`src/hdl/spq_pkg.sv`:
```
// Shared types and codes for the sorted priority queue.
package spq_pkg;

  // Request codes carried in req_type.
  localparam logic REQ_ENQUEUE = 1'b0;
  localparam logic REQ_DEQUEUE = 1'b1;

  // Result status codes.
  localparam logic [1:0] STATUS_OK    = 2'd0;
  localparam logic [1:0] STATUS_EMPTY = 2'd1;
  localparam logic [1:0] STATUS_FULL  = 2'd2;

  // One stored entry.
  typedef struct packed {
    logic signed [31:0] value;
    logic        [15:0] prio;
  } entry_t;

  // Per-cycle command broadcast to every cell.
  typedef struct packed {
    logic insert;
    logic remove;
  } cell_ctrl_t;

endpackage

```
`src/hdl/spq_if.sv`:
```
// Handshake channels of the sorted priority queue: requests and results.
interface spq_req_if;
  logic               valid;
  logic               ready;
  logic               req_type;
  logic signed [31:0] item_value;
  logic        [15:0] item_priority;

  modport source (output valid, req_type, item_value, item_priority, input ready);
  modport sink   (input valid, req_type, item_value, item_priority, output ready);
endinterface

interface spq_rsp_if;
  logic               valid;
  logic               ready;
  logic        [1:0]  status;
  logic signed [31:0] removed_value;
  logic signed [31:0] head_value;
  logic               head_valid;
  logic        [4:0]  occupancy;

  modport source (output valid, status, removed_value, head_value, head_valid, occupancy,
                  input ready);
  modport sink   (input valid, status, removed_value, head_value, head_valid, occupancy,
                  output ready);
endinterface

```
`src/hdl/spq_cell.sv`:
```
// One slot of the sorted chain: holds an entry and trades it with its neighbors.
module spq_cell (
  input  logic               clk_i,
  input  spq_pkg::cell_ctrl_t ctrl_i,
  input  logic               valid_i,
  input  spq_pkg::entry_t    new_i,
  input  spq_pkg::entry_t    left_i,
  input  logic               left_place_i,
  input  spq_pkg::entry_t    right_i,
  output spq_pkg::entry_t    entry_o,
  output spq_pkg::entry_t    next_o,
  output logic               place_o
);

  spq_pkg::entry_t entry_q, entry_d;

  // A new entry belongs at or before this slot when the slot is empty or holds a
  // strictly lower priority; equal priorities keep the older entry ahead.
  assign place_o = !valid_i || (entry_q.prio < new_i.prio);

  // Dequeue shifts toward the head; enqueue shifts away from the insertion point.
  always_comb begin
    entry_d = entry_q;
    if (ctrl_i.remove) begin
      entry_d = right_i;
    end else if (ctrl_i.insert && place_o) begin
      entry_d = left_place_i ? left_i : new_i;
    end
  end

  always_ff @(posedge clk_i) begin
    entry_q <= entry_d;
  end

  assign entry_o = entry_q;
  assign next_o  = entry_d;

endmodule

```
`src/hdl/sorted_priority_queue.sv`:
```
// Sorted priority queue: a chain of entry cells with a registered result port.
//
// Requests arrive on req_i: req_type selects enqueue (value with priority) or
// dequeue of the head. Every accepted request yields exactly one result item on
// rsp_o with a status, the removed value, the new head value, a head-valid flag
// and the occupancy. Entries are kept sorted by priority, highest first, and
// first in, first out among equal priorities.
// Each cell compares its own priority with the incoming one in parallel, so an
// enqueue or dequeue finishes in the cycle it is accepted; the result item is
// registered and appears in the next cycle. One request is taken per cycle
// while the receiver keeps up. The result register separates the two sides: a
// stalled receiver holds req_i.ready low while a result waits; nothing is lost.
// Reset empties the queue at once (the entry count clears); cell contents are
// not cleared and are never read before they are written.
// An enqueue into a full queue is dropped with a full status; a dequeue of an
// empty queue reports an empty status and leaves the queue unchanged.
module sorted_priority_queue #(
  parameter int DEPTH = 16
) (
  input  logic      clk_i,
  input  logic      rst_ni,
  spq_req_if.sink   req_i,
  spq_rsp_if.source rsp_o
);

  localparam int CW = $clog2(DEPTH + 1);

  logic [CW-1:0] count_q, count_d;
  logic          accept;
  logic          is_full, is_empty;
  spq_pkg::cell_ctrl_t ctrl;
  spq_pkg::entry_t     new_entry;
  spq_pkg::entry_t     cell_q    [DEPTH];
  spq_pkg::entry_t     cell_next [DEPTH];
  logic                cell_place[DEPTH];

  logic               rsp_valid_q;
  logic        [1:0]  status_d;
  logic signed [31:0] removed_d;

  assign accept   = req_i.valid && req_i.ready;
  assign is_full  = (count_q == CW'(DEPTH));
  assign is_empty = (count_q == '0);

  assign req_i.ready = !rsp_valid_q || rsp_o.ready;

  assign new_entry.value = req_i.item_value;
  assign new_entry.prio  = req_i.item_priority;

  // Decode the request into a chain command and a status.
  always_comb begin
    ctrl      = '0;
    status_d  = spq_pkg::STATUS_OK;
    removed_d = '0;
    count_d   = count_q;
    if (req_i.req_type == spq_pkg::REQ_ENQUEUE) begin
      if (is_full) begin
        status_d = spq_pkg::STATUS_FULL;
      end else begin
        ctrl.insert = accept;
        count_d     = count_q + CW'(1);
      end
    end else begin
      if (is_empty) begin
        status_d = spq_pkg::STATUS_EMPTY;
      end else begin
        ctrl.remove = accept;
        removed_d   = cell_q[0].value;
        count_d     = count_q - CW'(1);
      end
    end
  end

  // Cell chain, fed by neighbors; the ends see the new entry and their own entry.
  for (genvar i = 0; i < DEPTH; i++) begin : g_cell
    spq_pkg::entry_t left_e, right_e;
    logic            left_place;

    if (i == 0) begin : g_first
      assign left_e     = new_entry;
      assign left_place = 1'b0;
    end else begin : g_mid
      assign left_e     = cell_q[i-1];
      assign left_place = cell_place[i-1];
    end

    if (i == DEPTH - 1) begin : g_last
      assign right_e = cell_q[i];
    end else begin : g_inner
      assign right_e = cell_q[i+1];
    end

    spq_cell u_cell (
      .clk_i        (clk_i),
      .ctrl_i       (ctrl),
      .valid_i      (CW'(i) < count_q),
      .new_i        (new_entry),
      .left_i       (left_e),
      .left_place_i (left_place),
      .right_i      (right_e),
      .entry_o      (cell_q[i]),
      .next_o       (cell_next[i]),
      .place_o      (cell_place[i])
    );
  end

  // Entry count.
  always_ff @(posedge clk_i or negedge rst_ni) begin
    if (!rst_ni) begin
      count_q <= '0;
    end else if (accept) begin
      count_q <= count_d;
    end
  end

  // Result register: filled on accept, emptied when the receiver takes it.
  always_ff @(posedge clk_i or negedge rst_ni) begin
    if (!rst_ni) begin
      rsp_valid_q <= 1'b0;
    end else if (accept) begin
      rsp_valid_q <= 1'b1;
    end else if (rsp_o.ready) begin
      rsp_valid_q <= 1'b0;
    end
  end

  always_ff @(posedge clk_i) begin
    if (accept) begin
      rsp_o.status        <= status_d;
      rsp_o.removed_value <= removed_d;
      rsp_o.head_value    <= (count_d != '0) ? cell_next[0].value : 32'sd0;
      rsp_o.head_valid    <= (count_d != '0);
      rsp_o.occupancy     <= 5'(count_d);
    end
  end

  assign rsp_o.valid = rsp_valid_q;

endmodule
```
`src/flat_wrapper.sv`:
```
// flat-port wrapper written by rule: the top's interface ports become plain ports
module sorted_priority_queue_flat 
#(
  parameter int DEPTH = 16
)
  (clk_i, rst_ni, req_i_valid, req_i_req_type, req_i_item_value, req_i_item_priority, req_i_ready, rsp_o_valid, rsp_o_status, rsp_o_removed_value, rsp_o_head_value, rsp_o_head_valid, rsp_o_occupancy, rsp_o_ready);
  spq_req_if req_i_i ();
  spq_rsp_if rsp_o_i ();
  input  logic clk_i;
  input  logic rst_ni;
  input wire logic [$bits(req_i_i.valid)-1:0] req_i_valid;
  input wire logic [$bits(req_i_i.req_type)-1:0] req_i_req_type;
  input wire logic [$bits(req_i_i.item_value)-1:0] req_i_item_value;
  input wire logic [$bits(req_i_i.item_priority)-1:0] req_i_item_priority;
  output wire logic [$bits(req_i_i.ready)-1:0] req_i_ready;
  output wire logic [$bits(rsp_o_i.valid)-1:0] rsp_o_valid;
  output wire logic [$bits(rsp_o_i.status)-1:0] rsp_o_status;
  output wire logic [$bits(rsp_o_i.removed_value)-1:0] rsp_o_removed_value;
  output wire logic [$bits(rsp_o_i.head_value)-1:0] rsp_o_head_value;
  output wire logic [$bits(rsp_o_i.head_valid)-1:0] rsp_o_head_valid;
  output wire logic [$bits(rsp_o_i.occupancy)-1:0] rsp_o_occupancy;
  input wire logic [$bits(rsp_o_i.ready)-1:0] rsp_o_ready;
  assign req_i_i.valid = req_i_valid;
  assign req_i_i.req_type = req_i_req_type;
  assign req_i_i.item_value = req_i_item_value;
  assign req_i_i.item_priority = req_i_item_priority;
  assign req_i_ready = req_i_i.ready;
  assign rsp_o_valid = rsp_o_i.valid;
  assign rsp_o_status = rsp_o_i.status;
  assign rsp_o_removed_value = rsp_o_i.removed_value;
  assign rsp_o_head_value = rsp_o_i.head_value;
  assign rsp_o_head_valid = rsp_o_i.head_valid;
  assign rsp_o_occupancy = rsp_o_i.occupancy;
  assign rsp_o_i.ready = rsp_o_ready;
  sorted_priority_queue #(.DEPTH(DEPTH)) u_core (.clk_i(clk_i), .rst_ni(rst_ni), .req_i(req_i_i), .rsp_o(rsp_o_i));
endmodule
```
`config.mk`:
```
export PLATFORM = sky130hd
export DESIGN_NAME = sorted_priority_queue_flat
export DESIGN_NICKNAME = d
export VERILOG_FILES = /design/src/hdl/spq_pkg.sv /design/src/hdl/spq_if.sv /design/src/hdl/spq_cell.sv /design/src/hdl/sorted_priority_queue.sv /design/src/flat_wrapper.sv
export SDC_FILE = /design/constraint.sdc
export NUM_CORES = 2
export LEC_CHECK = 0
export ABC_CLOCK_PERIOD_IN_PS = 5210
export BUFFER_PORTS_ARGS = -buffer_cell sky130_fd_sc_hd__buf_2
export CAP_MARGIN = 10
export CORE_MARGIN = 5
export CORE_UTILIZATION = 50
export CTS_CLUSTER_DIAMETER = 120
export DETAILED_ROUTE_END_ITERATION = 16
export PLACE_DENSITY = 0.68
export SKIP_LAST_GASP = 1
export SYNTH_ARGS = -nofsm -noshare
export SYNTH_HDL_FRONTEND = slang
export SYNTH_HIERARCHICAL = 1
export SYNTH_SLANG_ARGS = --single-unit
```
`constraint.sdc`:
```
create_clock -name clk_i -period 5.21 [get_ports clk_i]
set_clock_uncertainty 0.05 [all_clocks]
set_input_delay 1.042 -clock clk_i [delete_from_list [all_inputs] [get_ports clk_i]]
set_output_delay 1.042 -clock clk_i [all_outputs]
set_load 0.05 [all_outputs]
```
==> results.json <==
{
  "peakVddDrop_mv": 0.289,
  "worstPathRequired_ns": 5.71,
  "cts-root-buf": "clkbuf_16",
  "post-place-ws_ns": 0.916,
  "clk_pin_slew_ns": 0.06,
  "postCtsSetupBuffers": 0,
  "max-clock-path-buffers": 3,
  "post-route-period-util": 0.757,
  "port_buffers": 126,
  "slew_violations": 0,
  "slew_headroom": 0.161,
  "dieWidth_um": 335,
  "p_sw_mw": 12.3,
  "drt_iter0_drc": 4473,
  "p_sw_frac": 0.404,
  "power_density_nw_per_um2": 537,
  "hp-class": "in2async",
  "crit_path_start_kind": "flop",
  "row_count": 119,
  "holdBufCountCts": 0,
  "drt_first_pass_iters": 5,
  "wl_per_cell_um": 22.9,
  "cp_max_fo": 48,
  "internal_power_mw": 18.2,
  "maxCapViolCount": 0,
  "combinationalPowerShare": 0.388,
  "setup_slack_ns": 1.27,
  "antenna_found_initial": 3,
  "grt_max_degree": 244,
  "clkSinkCount": 846,
  "route.detailed.drc": 0,
  "hold-worst-slack_ns": 0.146,
  "synthesis.nets": 6061,
  "cts_buffers": 92,
  "tritoncts": "built",
  "syn_to_final_growth_pct": 7.77,
  "drtAntennaViolNets": 0,
  "h-tree-depth": 3,
  "clock_power_share": 0.223,
  "status": "complete, no violations",
  "synth.avg_cell_area_um2": 9.13,
  "dpl.hpwl_mm": 109,
  "hold_viol": 0,
  "final_util": 0.541,
  "vias": 47900,
  "final.setup.tns_ns": 0,
  "die_y_um": 335,
  "period_needed_ns": 3.94,
  "worst_pin_slew_ns": 1.26,
  "p_seq_frac": 0.389,
  "viasPerCell": 6.94,
  "reg2reg_depth": 8,
  "fmax_mhz": 254,
  "synth_area_um2": 52700,
  "fin_nets": 5735,
  "setup_viol": 0,
  "insertion_delay_ns": 0.67,
  "power.leakage_nw": 23.7,
  "initial_core_util": 0.502,
  "grt-ovfl-total": 0,
  "dieArea_um2": 112000,
  "io_pins": 127,
  "drive_above_1_share": 0.0909,
  "routabilityCongestion": 0.858,
  "grt_first_pass_wirelength_mm": 253,
  "worstPathArrival_ns": 4.44,
  "coreArea_um2": 105000,
  "yosysWarnings": 6,
  "crit_path_end_kind": "flop",
  "syn_inst": 5764,
  "rsz0062_at_grt": "false",
  "wirelength_mm": 158,
  "cts.repair.resized": 0,
  "critical_path_class": "reg2reg",
  "grt_pass1_vias": 47400,
  "track_usage": 0.266
}
[flip-flops by register name (all words and copies together), names as in the netlist]
register / cells
u_core/rsp_o.status: 2
u_core/count_q: 5
u_core/rsp_o.valid: 1
u_core/rsp_o.occupancy: 5
u_core/rsp_o.head_value: 32
u_core/rsp_o.head_valid: 1
u_core/g_cell.u_cell/entry_o: 768
u_core/rsp_o.removed_value: 32
[layout by cell type, fill, tap and decap left out, types with 21 or more instances in the layout]
| cell type | count |
|---|---|
| nand2_1 | 843 |
| mux2i_1 | 769 |
| o2111ai_1 | 768 |
| dfxtp_1 | 768 |
| o311ai_0 | 448 |
| o311ai_1 | 311 |
| inv_1 | 303 |
| ha_1 | 244 |
| buf_4 | 136 |
| buf_2 | 126 |
| clkbuf_16 | 94 |
| a21oi_1 | 72 |
| edfxtp_1 | 72 |
| o21ai_0 | 61 |
| nor2_1 | 51 |
| and2_1 | 36 |
| nand4_1 | 33 |
| a41oi_1 | 29 |
| nand3_1 | 28 |
| nor3_1 | 24 |
| clkbuf_8 | 23 |
| buf_12 | 21 |
[critical path, cell delays in order, from the launching register on]
cell	delay, ns
dfrtp_1	0.67
inv_1	0.29
ha_1	0.36
a311oi_4	0.34
buf_4	0.42
or4b_1	0.69
o21a_1	0.25
buf_4	0.28
o311ai_0	0.40
[metrics by stage]
| stage | total power [mW] | cells | cell area, um^2 |
|---|---|---|---|
| CTS | 30.4 | 6899 | 56700 |
| global placement | 23.2 | 6734 | 53600 |
| floorplan | 20.3 | 5764 | 52700 |
| detailed placement | 23.6 | 6734 | 53600 |
| finish | 30.5 | 6904 | 56700 |
| global route | 32.3 | 6900 | 56700 |
[metal layers]
layer  vias up  global-route usage  routed length [um]
li1      22400                   -                   -
met1     23700               0.342               67600
met2      1496               0.462               78300
met3       351              0.0264                7240
met4         0               0.101                5340
met5         -                   0                   0
[path summary, 6_finish.rpt]
| check | to | slack, ns | from |
|---|---|---|---|
| worst max-delay path | u_core/g_cell[11].u_cell/entry_o[47] | 1.27 | u_core/count_q[1] |
| worst min-delay path | u_core/rsp_o.valid | 0.15 | rst_ni |
| worst max register to register | u_core/g_cell[11].u_cell/entry_o[47] | 1.27 | u_core/count_q[1] |
| worst min register to register | u_core/g_cell[15].u_cell/entry_o[29] | 0.44 | u_core/g_cell[15].u_cell/entry_o[29] |
| max in group asynchronous | u_core/count_q[3] | 4.80 | rst_ni |
| min in group clk_i | u_core/g_cell[15].u_cell/entry_o[29] | 0.44 | u_core/g_cell[15].u_cell/entry_o[29] |
[layout make-up]
cell class              instances  area [um^2]
multi-input cells            3909        31000
flip-flops and latches        846        17700
fillers                      9440        48200
well taps                    1391         1740
repair buffers                284         2100
diodes                          4         10.0
inverters                     305         1140
clock buffers                 132         2730
clock inverters                33          377
[power by group through the flow]
| stage | Combinational [mW] | Sequential [mW] | Clock, mW |
|---|---|---|---|
| global route | 13.0 | 12.2 | 7.18 |
| detailed placement | 11.7 | 12.0 | 0 |
| finish | 11.8 | 11.9 | 6.81 |
| floorplan | 8.92 | 11.4 | 0 |
| CTS | 11.7 | 11.8 | 6.90 |
| global placement | 11.3 | 11.9 | 0 |
Note: power is estimated with default switching activity, not from simulation.
